===== config.mk =====
export PLATFORM = sky130hd
export DESIGN_NAME = mpi_front
export DESIGN_NICKNAME = d
export VERILOG_FILES = /design/src/rtl/mpi_pkg.sv /design/src/rtl/mpi_front.sv
export SDC_FILE = /design/constraint.sdc
export NUM_CORES = 2
export LEC_CHECK = 0
export BUFFER_PORTS_ARGS = -buffer_cell sky130_fd_sc_hd__buf_4
export CAP_MARGIN = 15
export CORE_MARGIN = 4
export CORE_UTILIZATION = 60
export CTS_BUF_LIST = sky130_fd_sc_hd__clkbuf_4 sky130_fd_sc_hd__clkbuf_8 sky130_fd_sc_hd__clkbuf_16
export DETAILED_ROUTE_END_ITERATION = 6
export PLACE_DENSITY = 0.92
export REMOVE_ABC_BUFFERS = 1
export SYNTH_ARGS = -nofsm -noshare
export SYNTH_HDL_FRONTEND = slang
export SYNTH_SLANG_ARGS = --single-unit
export TNS_END_PERCENT = 10

===== constraint.sdc =====
create_clock -name clk -period 9.4 [get_ports clk]
set_input_delay 0.94 -clock clk [delete_from_list [all_inputs] [get_ports clk]]
set_output_delay 0.94 -clock clk [all_outputs]
set_load 0.03 [all_outputs]

===== src/rtl/mpi_pkg.sv =====
// ----------------------------------------------------------------------------
// mpi_pkg
// Shared types, widths and fixed-point helpers for the escape-time pixel
// iterator (signed Q4.28 arithmetic with saturation).
// ----------------------------------------------------------------------------
package mpi_pkg;

  localparam int PIXEL_BITS  = 11;
  localparam int FRAC_BITS   = 28;
  localparam int COUNT_BITS  = 16;
  localparam int WORD_BITS   = 32;
  localparam int UWORD_BITS  = WORD_BITS - 1;
  localparam int WIDE_BITS   = 2 * WORD_BITS;
  localparam int PROD_BITS   = PIXEL_BITS + UWORD_BITS;
  localparam int COLOR_BITS  = 8;
  localparam int QUEUE_DEPTH = 2;
  localparam int CFG_INDEX_BITS = 3;

  // Register indexes of the configuration port
  localparam logic [CFG_INDEX_BITS-1:0] REG_ORIGIN_RE = 3'd0;
  localparam logic [CFG_INDEX_BITS-1:0] REG_ORIGIN_IM = 3'd1;
  localparam logic [CFG_INDEX_BITS-1:0] REG_STEP_RE   = 3'd2;
  localparam logic [CFG_INDEX_BITS-1:0] REG_STEP_IM   = 3'd3;
  localparam logic [CFG_INDEX_BITS-1:0] REG_ITER_LIM  = 3'd4;
  localparam logic [CFG_INDEX_BITS-1:0] REG_RADIUS_SQ = 3'd5;

  typedef logic signed [WORD_BITS-1:0] word_t;
  typedef logic [UWORD_BITS-1:0]       uword_t;
  typedef logic signed [WIDE_BITS-1:0] wide_t;
  typedef logic [PIXEL_BITS-1:0]       pix_t;
  typedef logic [COUNT_BITS-1:0]       count_t;
  typedef logic [COLOR_BITS-1:0]       color_t;

  typedef struct packed {
    word_t  origin_re;
    word_t  origin_im;
    uword_t step_re;
    uword_t step_im;
    count_t iteration_limit;
    uword_t radius_squared;
  } cfg_t;

  typedef struct packed {
    pix_t pixel_col;
    pix_t pixel_row;
  } pixel_in_t;

  typedef struct packed {
    pix_t   out_col;
    pix_t   out_row;
    count_t iteration_count;
    logic   inside_res;
    color_t red;
    color_t green;
    color_t blue;
  } pixel_out_t;

  // Mapped point waiting for the iteration engine
  typedef struct packed {
    pix_t  col;
    pix_t  row;
    word_t c_re;
    word_t c_im;
  } coord_t;

  // Finished pixel from the iteration engine
  typedef struct packed {
    pix_t   col;
    pix_t   row;
    count_t count;
    logic   in_set;
  } iter_res_t;

  // Clamp a wide signed value to the signed word range
  function automatic word_t sat_word(input wide_t v);
    logic [WIDE_BITS-WORD_BITS:0] top;
    top = v[WIDE_BITS-1:WORD_BITS-1];
    if (&top || ~|top) begin
      return v[WORD_BITS-1:0];
    end
    return v[WIDE_BITS-1] ? {1'b1, {(WORD_BITS-1){1'b0}}} : {1'b0, {(WORD_BITS-1){1'b1}}};
  endfunction

  // Exact product, floor shift, saturate
  function automatic word_t qmul(input word_t a, input word_t b, input int unsigned sh);
    wide_t p;
    p = wide_t'(a) * wide_t'(b);
    return sat_word(p >>> sh);
  endfunction

  localparam int COUNT_BYTES = (COUNT_BITS + COLOR_BITS - 1) / COLOR_BITS;
  localparam int MOD_SUM_BITS = COLOR_BITS + $clog2(COUNT_BYTES + 1) + 1;

  // n mod 255: 256 is 1 mod 255, so add the bytes and fold
  function automatic color_t mod255(input count_t n);
    logic [COUNT_BYTES*COLOR_BITS-1:0] ext;
    logic [MOD_SUM_BITS-1:0]           s;
    ext = (COUNT_BYTES*COLOR_BITS)'(n);
    s = '0;
    for (int i = 0; i < COUNT_BYTES; i++) begin
      s = s + MOD_SUM_BITS'(ext[i*COLOR_BITS +: COLOR_BITS]);
    end
    for (int i = 0; i < COUNT_BYTES; i++) begin
      if (s >= MOD_SUM_BITS'(255)) begin
        s = s - MOD_SUM_BITS'(255);
      end
    end
    return s[COLOR_BITS-1:0];
  endfunction

  // Times 2^k mod 255 of a residue is a byte rotate
  function automatic color_t rotl(input color_t v, input int unsigned k);
    logic [2*COLOR_BITS-1:0] d;
    d = {v, v} << k;
    return d[2*COLOR_BITS-1:COLOR_BITS];
  endfunction

endpackage


===== src/rtl/mpi_front.sv =====
// ----------------------------------------------------------------------------
// mpi_front
// Accept pixel coordinates and map them to the complex point c:
// origin plus index times step, saturated to the word range.
// ----------------------------------------------------------------------------
module mpi_front (
  input  logic              clk,
  input  logic              rst_n,
  input  mpi_pkg::cfg_t     cfg,
  input  logic              in_valid,
  output logic              in_ready,
  input  mpi_pkg::pixel_in_t in_data,
  output logic              c_valid,
  input  logic              c_ready,
  output mpi_pkg::coord_t   c_data
);
  import mpi_pkg::*;

  logic                 valid_r;
  pix_t                 col_r, row_r;
  logic [PROD_BITS-1:0] prod_re_r, prod_im_r;
  logic                 take;

  assign in_ready = !valid_r || c_ready;
  assign take     = in_valid && in_ready;

  always_ff @(posedge clk) begin
    if (!rst_n) begin
      valid_r <= 1'b0;
    end else if (in_ready) begin
      valid_r <= in_valid;
    end
  end

  // Multiply on transfer, add in the next cycle
  always_ff @(posedge clk) begin
    if (take) begin
      col_r     <= in_data.pixel_col;
      row_r     <= in_data.pixel_row;
      prod_re_r <= PROD_BITS'(in_data.pixel_col) * PROD_BITS'(cfg.step_re);
      prod_im_r <= PROD_BITS'(in_data.pixel_row) * PROD_BITS'(cfg.step_im);
    end
  end

  assign c_valid     = valid_r;
  assign c_data.col  = col_r;
  assign c_data.row  = row_r;
  assign c_data.c_re = sat_word(wide_t'(cfg.origin_re) + $signed(WIDE_BITS'(prod_re_r)));
  assign c_data.c_im = sat_word(wide_t'(cfg.origin_im) + $signed(WIDE_BITS'(prod_im_r)));

endmodule


==> out/metrics.cfg <==
[outcome]
run_status=complete, but fails checks
violations=design-rule violations

[yosys]
synth-seq-area-share=0.108
avgSynthCellArea_um2=8.80
ys_ff_latch=107
synth.area.top_cells=fa_1, edfxtp_1, ha_1
synth.most_common_cell=inv_1
syn-cell-area_um2=29700
synth_ff_type=edfxtp_1
synthAdderAreaFrac=0.455
synth-async-reset-ratio=0
syn_inst=3382
yosysUniqueCellTypes=80
synthTopCellsByCount=inv_1, fa_1, nand2_1, and2_1, ha_1
synth_top_area_share=0.351
yosysTopAreaCell=fa_1
synth-simple-area-share=0.177
synth-xor-area-share=0.0418
synth_top_family_by_area=adder cells
synth_mux_area_frac=0.00210
synth_compound_area_frac=0.123
yosysWarnings=0
synth_edf_count=106

[setup_path]
rr_endpoint=prod_re_r[28]
crit_required_ns=9.55
crit_fanout=32
r2r.worst_path.cells=3
reg2reg_from=c_valid
start_kind=primary input
crit_type=primary input to flip-flop
endpoint=prod_re_r[38]
crit_arrival_ns=7.50
crit_start=in_data[16]
r2r_slack_ns=6.95
worstSetupEndpointType=flip-flop

[floorplanning]
die_w_um=231
die_area_um2=53200
io_pins=287
rows=81
start_util=0.608
core_area_um2=49000
fp.dieH_um=231

[layout]
fin_area_um2=32000
syn_to_final_growth_pct=7.59
fin_nets=4428
layout-drive-gt1-share=0.0909

[clock_network]
postCtsHoldBufs=0
tritoncts=yes
clock_sinks=107
cts.repair.resized=0
postCtsSetupBuffers=0
cts_made_buffers=9
clkTransAtPathRegs_ns=0.08
clockBufferDepth=2
clock_latency_ns=0.40
clockRootBuffer=clkbuf_16
ctsHtreeMaxLevel=3

[grt]
grtUsageMet3=0.0523
grt_pass1_wl_um=126000
gr-total-overflow=0
gr-usage-met1=0.378
grtUsageTotal=0.293
met2_usage=0.486
grt_max_degree=57
antenna_found_initial=1
first_global_vias=25645
busiest_layer=met2

[place]
dp_hpwl_um=61600
placed_area_um2=31700
gp_congestion=0.941
io_buffers=239

[timing]
clock_skew_ns=0.0128
slew_viol_final=0
setup_viol=0
rsz0062_at_grt=no
fmax_mhz=136
min_period_over_period=0.782
setup_tns_ns=0
fin_crit_ns=7.35
worst_pin_slew_ns=1.26
hold_viol_final=0
maxSlewHeadroom=0.152

[detailed_routing]
drc=2
vias=24668
via_per_inst=5.97
ant_nets=0
wirelength_um=77800
wl_per_cell_um=18.8
drtIter0Drc=2296
firstDrtPassIters=7

[flow_run]
maxCapViolations=0

[power]
p_leak_nw=15.4
p_per_area_nw_per_um2=385
vdd_drop_max_mv=0.273

[worst_hold_path]
hp-class=flip-flop to flip-flop

-- worst max-delay path, cell delays in order --
cell	delay (ns)
buf_4	0.36
nand2_1	0.15
fa_1	0.56
inv_1	0.06
fa_1	0.56
fa_1	0.44
fa_1	0.49
inv_1	0.05
fa_1	0.47
inv_1	0.05
ha_1	0.37
and3_1	0.24
and3_1	0.19
a211oi_1	0.26
o31a_1	0.34
o21ai_0	0.33
a311o_1	0.47
a31oi_1	0.29
o31ai_1	0.15
a21oi_1	0.30
nor4b_1	0.10
a311o_1	0.33
-- logic make-up (layout without fill, tap and decap cells) --
family	Yosys count	count (layout)
flip-flops	107	107
AND/OR/NAND/NOR	1077	1077
other	0	1
AO/OA/AOI/OAI	559	559
buffers and inverters	724	808
multiplexers	6	6
XOR/XNOR	141	141
adder cells (fa/ha/maj)	768	768
-- sequential cells by signal, summed over array words and instances, names as in the netlist --
name and cells:
row_r 11, col_r 11, prod_re_r 42, prod_im_r 42
c_valid 1
-- cells in the final DEF, fill, tap and decap left out, types with 20 or more instances in the layout --
master and instances:
inv_1 548, fa_1 522, nand2_1 498, and2_1 296, ha_1 246, buf_4 244
a21oi_1 174, edfxtp_1 106, o21ai_0 93, nor2_1 92, xnor2_1 90, a21o_1 71
xor2_1 50, nand3_1 38, a21oi_2 30, nor2b_1 25, nand4_1 25, nand2b_1 23
nor3_1 22, o21bai_1 22, a31oi_1 21, o21a_1 20
-- how the worst min path moves through the flow --
stage | start | end | cells past startpoint
final | c_valid | c_valid | 2
after global routing | c_valid | c_valid | 2
after CTS | c_valid | c_valid | 2
after detailed placement | c_valid | c_valid | 2
after global placement | c_valid | c_valid | 2
after floorplan | c_valid | c_valid | 2
-- through the flow --
step | utilization | cells | hold slack, ns | total power [mW] | worst slack, ns
after floorplan | - | 3206 | 0.885 | 9.23 | 2.16
final | 0.654 | 4131 | 0.638 | 12.3 | 2.05
after global placement | 0.648 | 4114 | 0.629 | 11.3 | 1.91
after global routing | 0.654 | 4130 | 0.659 | 13.5 | 1.77
after detailed placement | 0.648 | 4114 | 0.625 | 11.7 | 1.80
after CTS | 0.654 | 4130 | 0.636 | 12.2 | 2.18
-- final cells by class --
class                      count  area (µm²)
sequential                   107        3200
fill                        3684       16900
timing repair buffer         244        1830
antenna                        1        2.50
inverter                     548        2060
multi-input combinational   2551       23800
tap                          664         831
clock buffer                   9         225
clock inverter                 7        58.8
-- power breakdown --
| group | switching (mW) | internal, mW | total [mW] |
|---|---|---|---|
| sequential | 0.0609 | 1.15 | 1.21 |
| combinational | 6.31 | 4.38 | 10.7 |
| clock | 0.207 | 0.203 | 0.410 |
| total | 6.58 | 5.73 | 12.3 |
-- per-layer routing --
metal  part of all wire  wire, µm
met1               0.38     29500
met2               0.48     37400
met3              0.089      6890
met4              0.052      4050
met5                  0         0
No activity file was read; power rests on OpenSTA's default activity.
