### src/rtl/mpi_pkg.sv
// ----------------------------------------------------------------------------
// mpi_pkg
// Shared types, widths and fixed-point helpers for the escape-time pixel
// iterator (signed Q4.28 arithmetic with saturation).
// ----------------------------------------------------------------------------
package mpi_pkg;

  localparam int PIXEL_BITS  = 11;
  localparam int FRAC_BITS   = 28;
  localparam int COUNT_BITS  = 16;
  localparam int WORD_BITS   = 32;
  localparam int UWORD_BITS  = WORD_BITS - 1;
  localparam int WIDE_BITS   = 2 * WORD_BITS;
  localparam int PROD_BITS   = PIXEL_BITS + UWORD_BITS;
  localparam int COLOR_BITS  = 8;
  localparam int QUEUE_DEPTH = 2;
  localparam int CFG_INDEX_BITS = 3;

  // Register indexes of the configuration port
  localparam logic [CFG_INDEX_BITS-1:0] REG_ORIGIN_RE = 3'd0;
  localparam logic [CFG_INDEX_BITS-1:0] REG_ORIGIN_IM = 3'd1;
  localparam logic [CFG_INDEX_BITS-1:0] REG_STEP_RE   = 3'd2;
  localparam logic [CFG_INDEX_BITS-1:0] REG_STEP_IM   = 3'd3;
  localparam logic [CFG_INDEX_BITS-1:0] REG_ITER_LIM  = 3'd4;
  localparam logic [CFG_INDEX_BITS-1:0] REG_RADIUS_SQ = 3'd5;

  typedef logic signed [WORD_BITS-1:0] word_t;
  typedef logic [UWORD_BITS-1:0]       uword_t;
  typedef logic signed [WIDE_BITS-1:0] wide_t;
  typedef logic [PIXEL_BITS-1:0]       pix_t;
  typedef logic [COUNT_BITS-1:0]       count_t;
  typedef logic [COLOR_BITS-1:0]       color_t;

  typedef struct packed {
    word_t  origin_re;
    word_t  origin_im;
    uword_t step_re;
    uword_t step_im;
    count_t iteration_limit;
    uword_t radius_squared;
  } cfg_t;

  typedef struct packed {
    pix_t pixel_col;
    pix_t pixel_row;
  } pixel_in_t;

  typedef struct packed {
    pix_t   out_col;
    pix_t   out_row;
    count_t iteration_count;
    logic   inside_res;
    color_t red;
    color_t green;
    color_t blue;
  } pixel_out_t;

  // Mapped point waiting for the iteration engine
  typedef struct packed {
    pix_t  col;
    pix_t  row;
    word_t c_re;
    word_t c_im;
  } coord_t;

  // Finished pixel from the iteration engine
  typedef struct packed {
    pix_t   col;
    pix_t   row;
    count_t count;
    logic   in_set;
  } iter_res_t;

  // Clamp a wide signed value to the signed word range
  function automatic word_t sat_word(input wide_t v);
    logic [WIDE_BITS-WORD_BITS:0] top;
    top = v[WIDE_BITS-1:WORD_BITS-1];
    if (&top || ~|top) begin
      return v[WORD_BITS-1:0];
    end
    return v[WIDE_BITS-1] ? {1'b1, {(WORD_BITS-1){1'b0}}} : {1'b0, {(WORD_BITS-1){1'b1}}};
  endfunction

  // Exact product, floor shift, saturate
  function automatic word_t qmul(input word_t a, input word_t b, input int unsigned sh);
    wide_t p;
    p = wide_t'(a) * wide_t'(b);
    return sat_word(p >>> sh);
  endfunction

  localparam int COUNT_BYTES = (COUNT_BITS + COLOR_BITS - 1) / COLOR_BITS;
  localparam int MOD_SUM_BITS = COLOR_BITS + $clog2(COUNT_BYTES + 1) + 1;

  // n mod 255: 256 is 1 mod 255, so add the bytes and fold
  function automatic color_t mod255(input count_t n);
    logic [COUNT_BYTES*COLOR_BITS-1:0] ext;
    logic [MOD_SUM_BITS-1:0]           s;
    ext = (COUNT_BYTES*COLOR_BITS)'(n);
    s = '0;
    for (int i = 0; i < COUNT_BYTES; i++) begin
      s = s + MOD_SUM_BITS'(ext[i*COLOR_BITS +: COLOR_BITS]);
    end
    for (int i = 0; i < COUNT_BYTES; i++) begin
      if (s >= MOD_SUM_BITS'(255)) begin
        s = s - MOD_SUM_BITS'(255);
      end
    end
    return s[COLOR_BITS-1:0];
  endfunction

  // Times 2^k mod 255 of a residue is a byte rotate
  function automatic color_t rotl(input color_t v, input int unsigned k);
    logic [2*COLOR_BITS-1:0] d;
    d = {v, v} << k;
    return d[2*COLOR_BITS-1:COLOR_BITS];
  endfunction

endpackage

### src/rtl/mpi_queue.sv
// ----------------------------------------------------------------------------
// mpi_queue
// Short FIFO of mapped points between the front end and the iteration engine.
// ----------------------------------------------------------------------------
module mpi_queue (
  input  logic            clk,
  input  logic            rst_n,
  input  logic            push_valid,
  output logic            push_ready,
  input  mpi_pkg::coord_t push_data,
  output logic            pop_valid,
  input  logic            pop_ready,
  output mpi_pkg::coord_t pop_data
);
  import mpi_pkg::*;

  localparam int PTR_BITS = (QUEUE_DEPTH > 1) ? $clog2(QUEUE_DEPTH) : 1;
  localparam int CNT_BITS = $clog2(QUEUE_DEPTH + 1);

  coord_t              mem [QUEUE_DEPTH];
  logic [PTR_BITS-1:0] wr_ptr_r, rd_ptr_r;
  logic [CNT_BITS-1:0] count_r;
  logic                push, pop;

  function automatic logic [PTR_BITS-1:0] ptr_inc(input logic [PTR_BITS-1:0] p);
    return (p == PTR_BITS'(QUEUE_DEPTH - 1)) ? '0 : p + 1'b1;
  endfunction

  assign push_ready = count_r != CNT_BITS'(QUEUE_DEPTH);
  assign pop_valid  = count_r != '0;
  assign push       = push_valid && push_ready;
  assign pop        = pop_valid && pop_ready;
  assign pop_data   = mem[rd_ptr_r];

  always_ff @(posedge clk) begin
    if (!rst_n) begin
      wr_ptr_r <= '0;
      rd_ptr_r <= '0;
      count_r  <= '0;
    end else begin
      if (push) begin
        wr_ptr_r <= ptr_inc(wr_ptr_r);
      end
      if (pop) begin
        rd_ptr_r <= ptr_inc(rd_ptr_r);
      end
      if (push && !pop) begin
        count_r <= count_r + 1'b1;
      end else if (pop && !push) begin
        count_r <= count_r - 1'b1;
      end
    end
  end

  always_ff @(posedge clk) begin
    if (push) begin
      mem[wr_ptr_r] <= push_data;
    end
  end

endmodule

### config.mk
export PLATFORM = sky130hd
export DESIGN_NAME = mpi_queue
export DESIGN_NICKNAME = d
export VERILOG_FILES = /design/src/rtl/mpi_pkg.sv /design/src/rtl/mpi_queue.sv
export SDC_FILE = /design/constraint.sdc
export NUM_CORES = 1
export LEC_CHECK = 0
export ABC_AREA = 0
export BUFFER_PORTS_ARGS = -buffer_cell sky130_fd_sc_hd__clkbuf_2
export CORE_AREA = 2 2 95 134
export DETAILED_ROUTE_END_ITERATION = 12
export DIE_AREA = 0 0 97 136
export PLACE_DENSITY = 0.91
export SETUP_SLACK_MARGIN = 0.02
export SLEW_MARGIN = 20
export SYNTH_ARGS = -nofsm -noshare
export SYNTH_HDL_FRONTEND = slang
export SYNTH_SLANG_ARGS = --single-unit
### constraint.sdc
create_clock -name clk -period 5.8 [get_ports clk]
set_input_delay 0 -clock clk [delete_from_list [all_inputs] [get_ports clk]]
set_output_delay 0 -clock clk [all_outputs]
set_load 0.01 [all_outputs]
==> metrics.txt, run 1 <==
outcome completed; GP Congestion 0.691; H-tree levels 4; # DRC 0; global-route wire length before repair 20,000 um; final period utilization 42.7%; setup tns final 0 ns; Critical Path Max Stage Delay around 0.75 ns; total power draw between 3 and 4 mW; final clock skew roughly 0.0062 ns; Core Rows 48; Crit path arrival time roughly 2.5 ns; VDD IR max 0.257 mV; synth cell count leaders edfxtp_1, mux2_2, mux2_4, buf_6, dfxtp_1; post_cts resized 0; DR vias 3,737; Final nets 660; Worst Setup End Kind output port; syn_nets 383; port bufs between 150 and 200; Max Cap Viol 0; critical path data required time 5.80 ns; WP buf/inv 2; Max Clk Rate 0.404 GHz; Pre-antenna DRT Iters 4; initial antenna violation count 0; critical path class flop to output port; Slew HR 43.2%; layout cells sized above 1 51.6%; Starting Density between 50% and 60%; RSZ-0062 raised after global routing false; clock insertion delay at the later pin of the skew report 0.41 ns; Yosys top cell by area edfxtp_1; crit-path cells buf_4 -> mux2_2 -> clkbuf_2; # diodes 0; GRT Total Usage approximately a fifth; Starting DRT DRC Count about 170; postcts setup bufs 0; Worst-path clk slew 0.06 ns; hold_buf cts 88; Cells after Synth just under 300; Top Ports 178; P_leak ~3.6 nW; vias in the first global route 4,043; Fin Hold WS 0.0707 ns; Hold Vio Cnt, Final 0; post-route ant nets 0; Num CTS Buffers 17; CTS tree yes; ranking of synthesized cells by area edfxtp_1, mux2_4, mux2_2, dfxtp_1, buf_6; pre-CTS setup slack 3.56 ns; pwr dens 406 nW/um^2; dpl hpwl 7550 um; Final Critical Period between 2 and 2.5 ns; Critical Path Start Type flop; Hold Crit Class input pin to flop; worst-path fanout max just under 60; grt ovf 0; CP max-delay cell buf_4; fraction of registers with async set/reset 0%; count leader, synth edfxtp_1; vias per inst 5.11; sequential area share after synthesis 79.7%; clock root buffer clkbuf_16; maximum clock path buffer count 2; count of pins over their slew limit 0; share of the synthesized area in the top cell type 78.2%; Post-synth top flop edfxtp_1; final wirelength 13,200 um; Yosys cell types 22; synthesized area per cell 22.6 sq um; die area 13,200 sq um; number of synthesized register bits between 150 and 200; Tightest Pin Transition between 0.8 and 0.9 ns; number of flops mapped to enable cells by yosys around 170; setup violators final 0; CP top delay family buffers and inverters; DR WL/cell 18.1 um; setup ws final 3.32 ns; core footprint 12,100 sq um; Layout area overhead 37.7%; die width 97 um; Die H 136 um; CTS sink count 177; Final Util between 70 and 80%; largest net degree at the start of global routing just under 90; Synth Cell Area 6610 sq um; synth warn 0
flip-flops by register name (all words and copies together), names as in the netlist, named ones only:
name	cells
mem	172
wr_ptr_r	1
count_r	2
rd_ptr_r	1
stage by stage:
step	cells	cell area, sq um
6_report	731	9100
5_1_grt	731	9100
4_1_cts	730	9070
3_5_place_dp	611	7620
3_3_place_gp	611	7620
2_1_floorplan	292	6610
placed cells by master (no fill, tap or decap), types with 4 or more instances in the layout:
cell / synthesis / layout
and2_1: 4 / 4
clkbuf_16: 0 / 17
clkbuf_2: 1 / 177
clkinvlp_4: 0 / 4
dfxtp_1: 5 / 4
dlygate4sd3_1: 0 / 88
edfxtp_1: 172 / 172
inv_6: 0 / 4
mux2_2: 46 / 46
mux2_4: 40 / 40
area by class of cell:
class	count	area, sq um
clock buffers	19	433
clock inverters	12	134
fillers	683	2970
inverters	1	5.00
multi-input cells	104	1260
flip-flops and latches	177	5270
well taps	150	188
repair buffers	268	1810
worst min-delay path, delay by kind of cell:
family,cells,cell delay [ns]
AO/OA/AOI/OAI,1,0.09
buffers and inverters,1,0.08
XOR/XNOR,1,0.16
AND/OR/NAND/NOR,1,0.11
metal layers:
layer / GRT usage, % / part of all wire (%)
met1: 20.8 / 35
met2: 37.0 / 56
met3: 6.12 / 5.9
met4: 9.55 / 2.8
met5: 0 / 0
kinds of logic after synthesis:
kind of cell,count (synthesis),share of synthesized area [%]
DFF,177,79.7
buffers and inverters,11,1.29
xor gates and xnor gates,3,0.398
muxes,86,16.9
AOI/OAI and AO/OA,5,0.530
and+or+nand+nor,9,0.985
adders and majority gates,1,0.189
path summary, 6_finish.rpt:
check	start	slack, ns	to	cells past startpoint
hold / removal	pop_ready	0.07	rd_ptr_r	4
setup / recovery	flop	3.32	pop_data[77]	3
hold reg to reg	count_r[1]	0.58	count_r[1]	2
setup reg to reg	count_r[0]	3.55	mem[0][53]	4
power by group:
part,leakage (nW),internal (mW),switching [mW]
combinational,1.64,0.476,0.447
sequential,1.65,1.60,0.0824
clock,0.264,0.635,0.458
(Power assumes the default switching activity.)
==> run 2: changes to the inputs <==
Settings changed: CORE_AREA 2 2 95 134 to 2 2 99 139, DIE_AREA 0 0 97 136 to 0 0 101 141, PLACE_DENSITY 0.91 to 0.86.
Clock period 5.8 ns to 2.32 ns, I/O delays scaled along.
==> run 2 against run 1 <==
Clock-buffer cell count is the same. Routed wire length increased by 5.1%. Hold slack got worse by 0.012 ns. Via count rose by 0.51%. Combinational power rose to 2.6 times the previous value. First-iteration DRC count decreased by 13%. Clock skew about the same. Power grew 150%. Sequential share of layout area shrank 0.29 points. Cell count increased by 1.4%. Critical endpoint is now pop_data[2].
==> metrics.txt, run 2 (synthesized netlist as in run 1, its figures left out) <==
outcome completed; grt ovf 0 (unchanged); setup ws final 0.458 ns (-2.86 ns); Final Cell Area 9150 sq um (+0.52%); clock root buffer clkbuf_16; Starting Density 50.3% (-4.4 points); pre-CTS setup slack 0.686 ns (-2.87 ns); die width 101 um (+4.1%); final wirelength 13,900 um (+5.1%); RSZ-0062 raised after global routing false; Hold EP rd_ptr_r; CTS tree yes; setup tns final 0 ns (unchanged); Pint 6.63 mW (+140%); most common cell after layout, fill and taps aside clkbuf_2; HP Start pop_ready; commonest cells after routing, fill and taps aside clkbuf_2, edfxtp_1, dlygate4sd3_1, mux2_2, mux2_4; Final Critical Period ~1.9 ns; Slew HR 67.3% (+24 points); sequential group share of total power 45.6% (about the same); GRT Total Usage 19.6% (-0.47 points); maximum clock path buffer count 2 (unchanged); DR WL/cell 18.7 um (+3.7%); reg2reg end mem[1][21]; core footprint 13,100 sq um (+8.8%); biggest regs mem x172, count_r x2; critical path class flop to output port; P_leak 3.57 nW (+0.41%); max reg flops 172 (unchanged); Starting DRT DRC Count 147 (-13%); worst-path fanout max 34 (-41%); setup violators final 0 (unchanged); largest net degree at the start of global routing 87 (unchanged); CTS sink count 177 (unchanged); H-tree levels 4 (unchanged); initial antenna violation count 1 (+1); Die H 141 um (+3.7%); R2R Path Start count_r[0]; setup slack, reg-to-reg 0.67 ns (-2.88 ns); DR vias 3,756 (+0.51%); global-route wire length before repair 20,700 um (+3.3%); Hold Crit Class input pin to flop; vias per inst 5.07 (-0.85%); count of pins over their slew limit 0 (unchanged); Final nets 662 (+0.30%); Crit path arrival time 1.86 ns (-0.62 ns); critical path data required time 2.32 ns (-3.48 ns); VDD IR max 0.874 mV (+240%); Max Clk Rate 0.537 GHz; die area 14,200 sq um (+8.0%); final period utilization between 80% and 90%; Max Cap Viol 0 (unchanged); total power draw 9.18 mW (+150%); Tightest Pin Transition 0.490 ns (-0.362 ns); Worst Setup End Kind output port; Top Ports 178 (unchanged); Worst-path clk slew 0.07 ns (about the same); Core Rows 50 (+4.2%); Num CTS Buffers 17 (unchanged); dpl hpwl 8030 um (+6.4%); sw power 2.55 mW (+160%); placed cell area 7720 sq um (+1.3%); switching share of power 27.8% (+1.1 points); reg2reg path depth 3 (-1); vias in the first global route 4,131 (+2.2%); Pre-antenna DRT Iters 4 (unchanged); Combinational Power Share 26.0% (+1.1 points); clock group share of total power 28.4% (-1.1 points); layout cells sized above 1 52.2% (+0.59 points); GP Congestion 0.729 (+5.5%); port bufs 177 (unchanged); largest register by flop count mem; WHS Path Cells 4 (unchanged); pwr dens 1000 nW/um^2 (+150%); Hold Vio Cnt, Final 0 (unchanged); # DRC 0 (unchanged); Layout area overhead 38.4%; Critical Path Start Type flop; final clock skew 0.00665 ns (+0.000437 ns); post-route ant nets 0 (unchanged); clock insertion delay at the later pin of the skew report 0.42 ns (about the same); # fillers 811 (+19%)
[run 2: metrics by stage]
step | utilization, % | hold WS [ns] | std cells
2_1_floorplan | - | 0.0989 | 292
3_3_place_gp | 58.8 | 0.188 | 620
3_5_place_dp | 58.8 | 0.193 | 620
4_1_cts | 69.6 | 0.0346 | 740
5_1_grt | 69.6 | 0.0632 | 741
6_report | 69.6 | 0.0582 | 741
[run 2: layer usage]
| layer | track usage, % | vias to the layer above | share of wire [%] | wire length [um] |
|---|---|---|---|---|
| met5 | 0 | - | 0 | 0 |
| met4 | 10.2 | 0 | 3.4 | 473 |
| met3 | 4.61 | 36 | 4.2 | 588 |
| met2 | 37.3 | 146 | 57 | 7950 |
| met1 | 19.1 | 1851 | 35 | 4870 |
| li1 | - | 1723 | - | - |
[run 2: how the worst max path moves through the flow]
stage,startpoint,endpoint
2_1_floorplan,count_r[0],mem[0][0]
4_1_cts,flop,pop_data[2]
5_1_grt,flop,pop_data[72]
3_5_place_dp,count_r[0],mem[1][15]
3_3_place_gp,count_r[0],mem[1][15]
6_report,flop,pop_data[2]
[run 2: critical path: stages, from the launching register on]
cell	delay, ns
dfxtp_4	0.61
buf_12	0.31
mux2_2	0.37
clkbuf_2	0.14
[run 2: what timing repair did]
item | in CTS | in global routing
resized for setup | 0 | 0
setup buffers | 0 | 0
endpoints found under the setup margin | 0 | 0
hold endpoints to repair | 177 | 0
hold buffers | 88 | 0
[run 2: cell type report]
type | instances | area (sq um) | area share [%]
Inverter | 1 | 7.51 | 0.0821
Antenna cell | 1 | 2.50 | 0.0274
Clock inverter | 13 | 110 | 1.20
Timing Repair Buffer | 270 | 1870 | 20.4
Sequential cell | 177 | 5270 | 57.6
Multi-Input combinational cell | 104 | 1260 | 13.8
Tap cell | 156 | 195 | 2.13
Clock buffer | 19 | 433 | 4.73
[run 2: power groups by stage]
stage,sequential [mW],clock [mW],combinational [mW]
2_1_floorplan,4.15,0,1.54
3_3_place_gp,4.22,0,2.21
3_5_place_dp,4.25,0,2.26
4_1_cts,4.19,2.64,2.40
5_1_grt,4.22,2.77,2.55
6_report,4.19,2.60,2.39
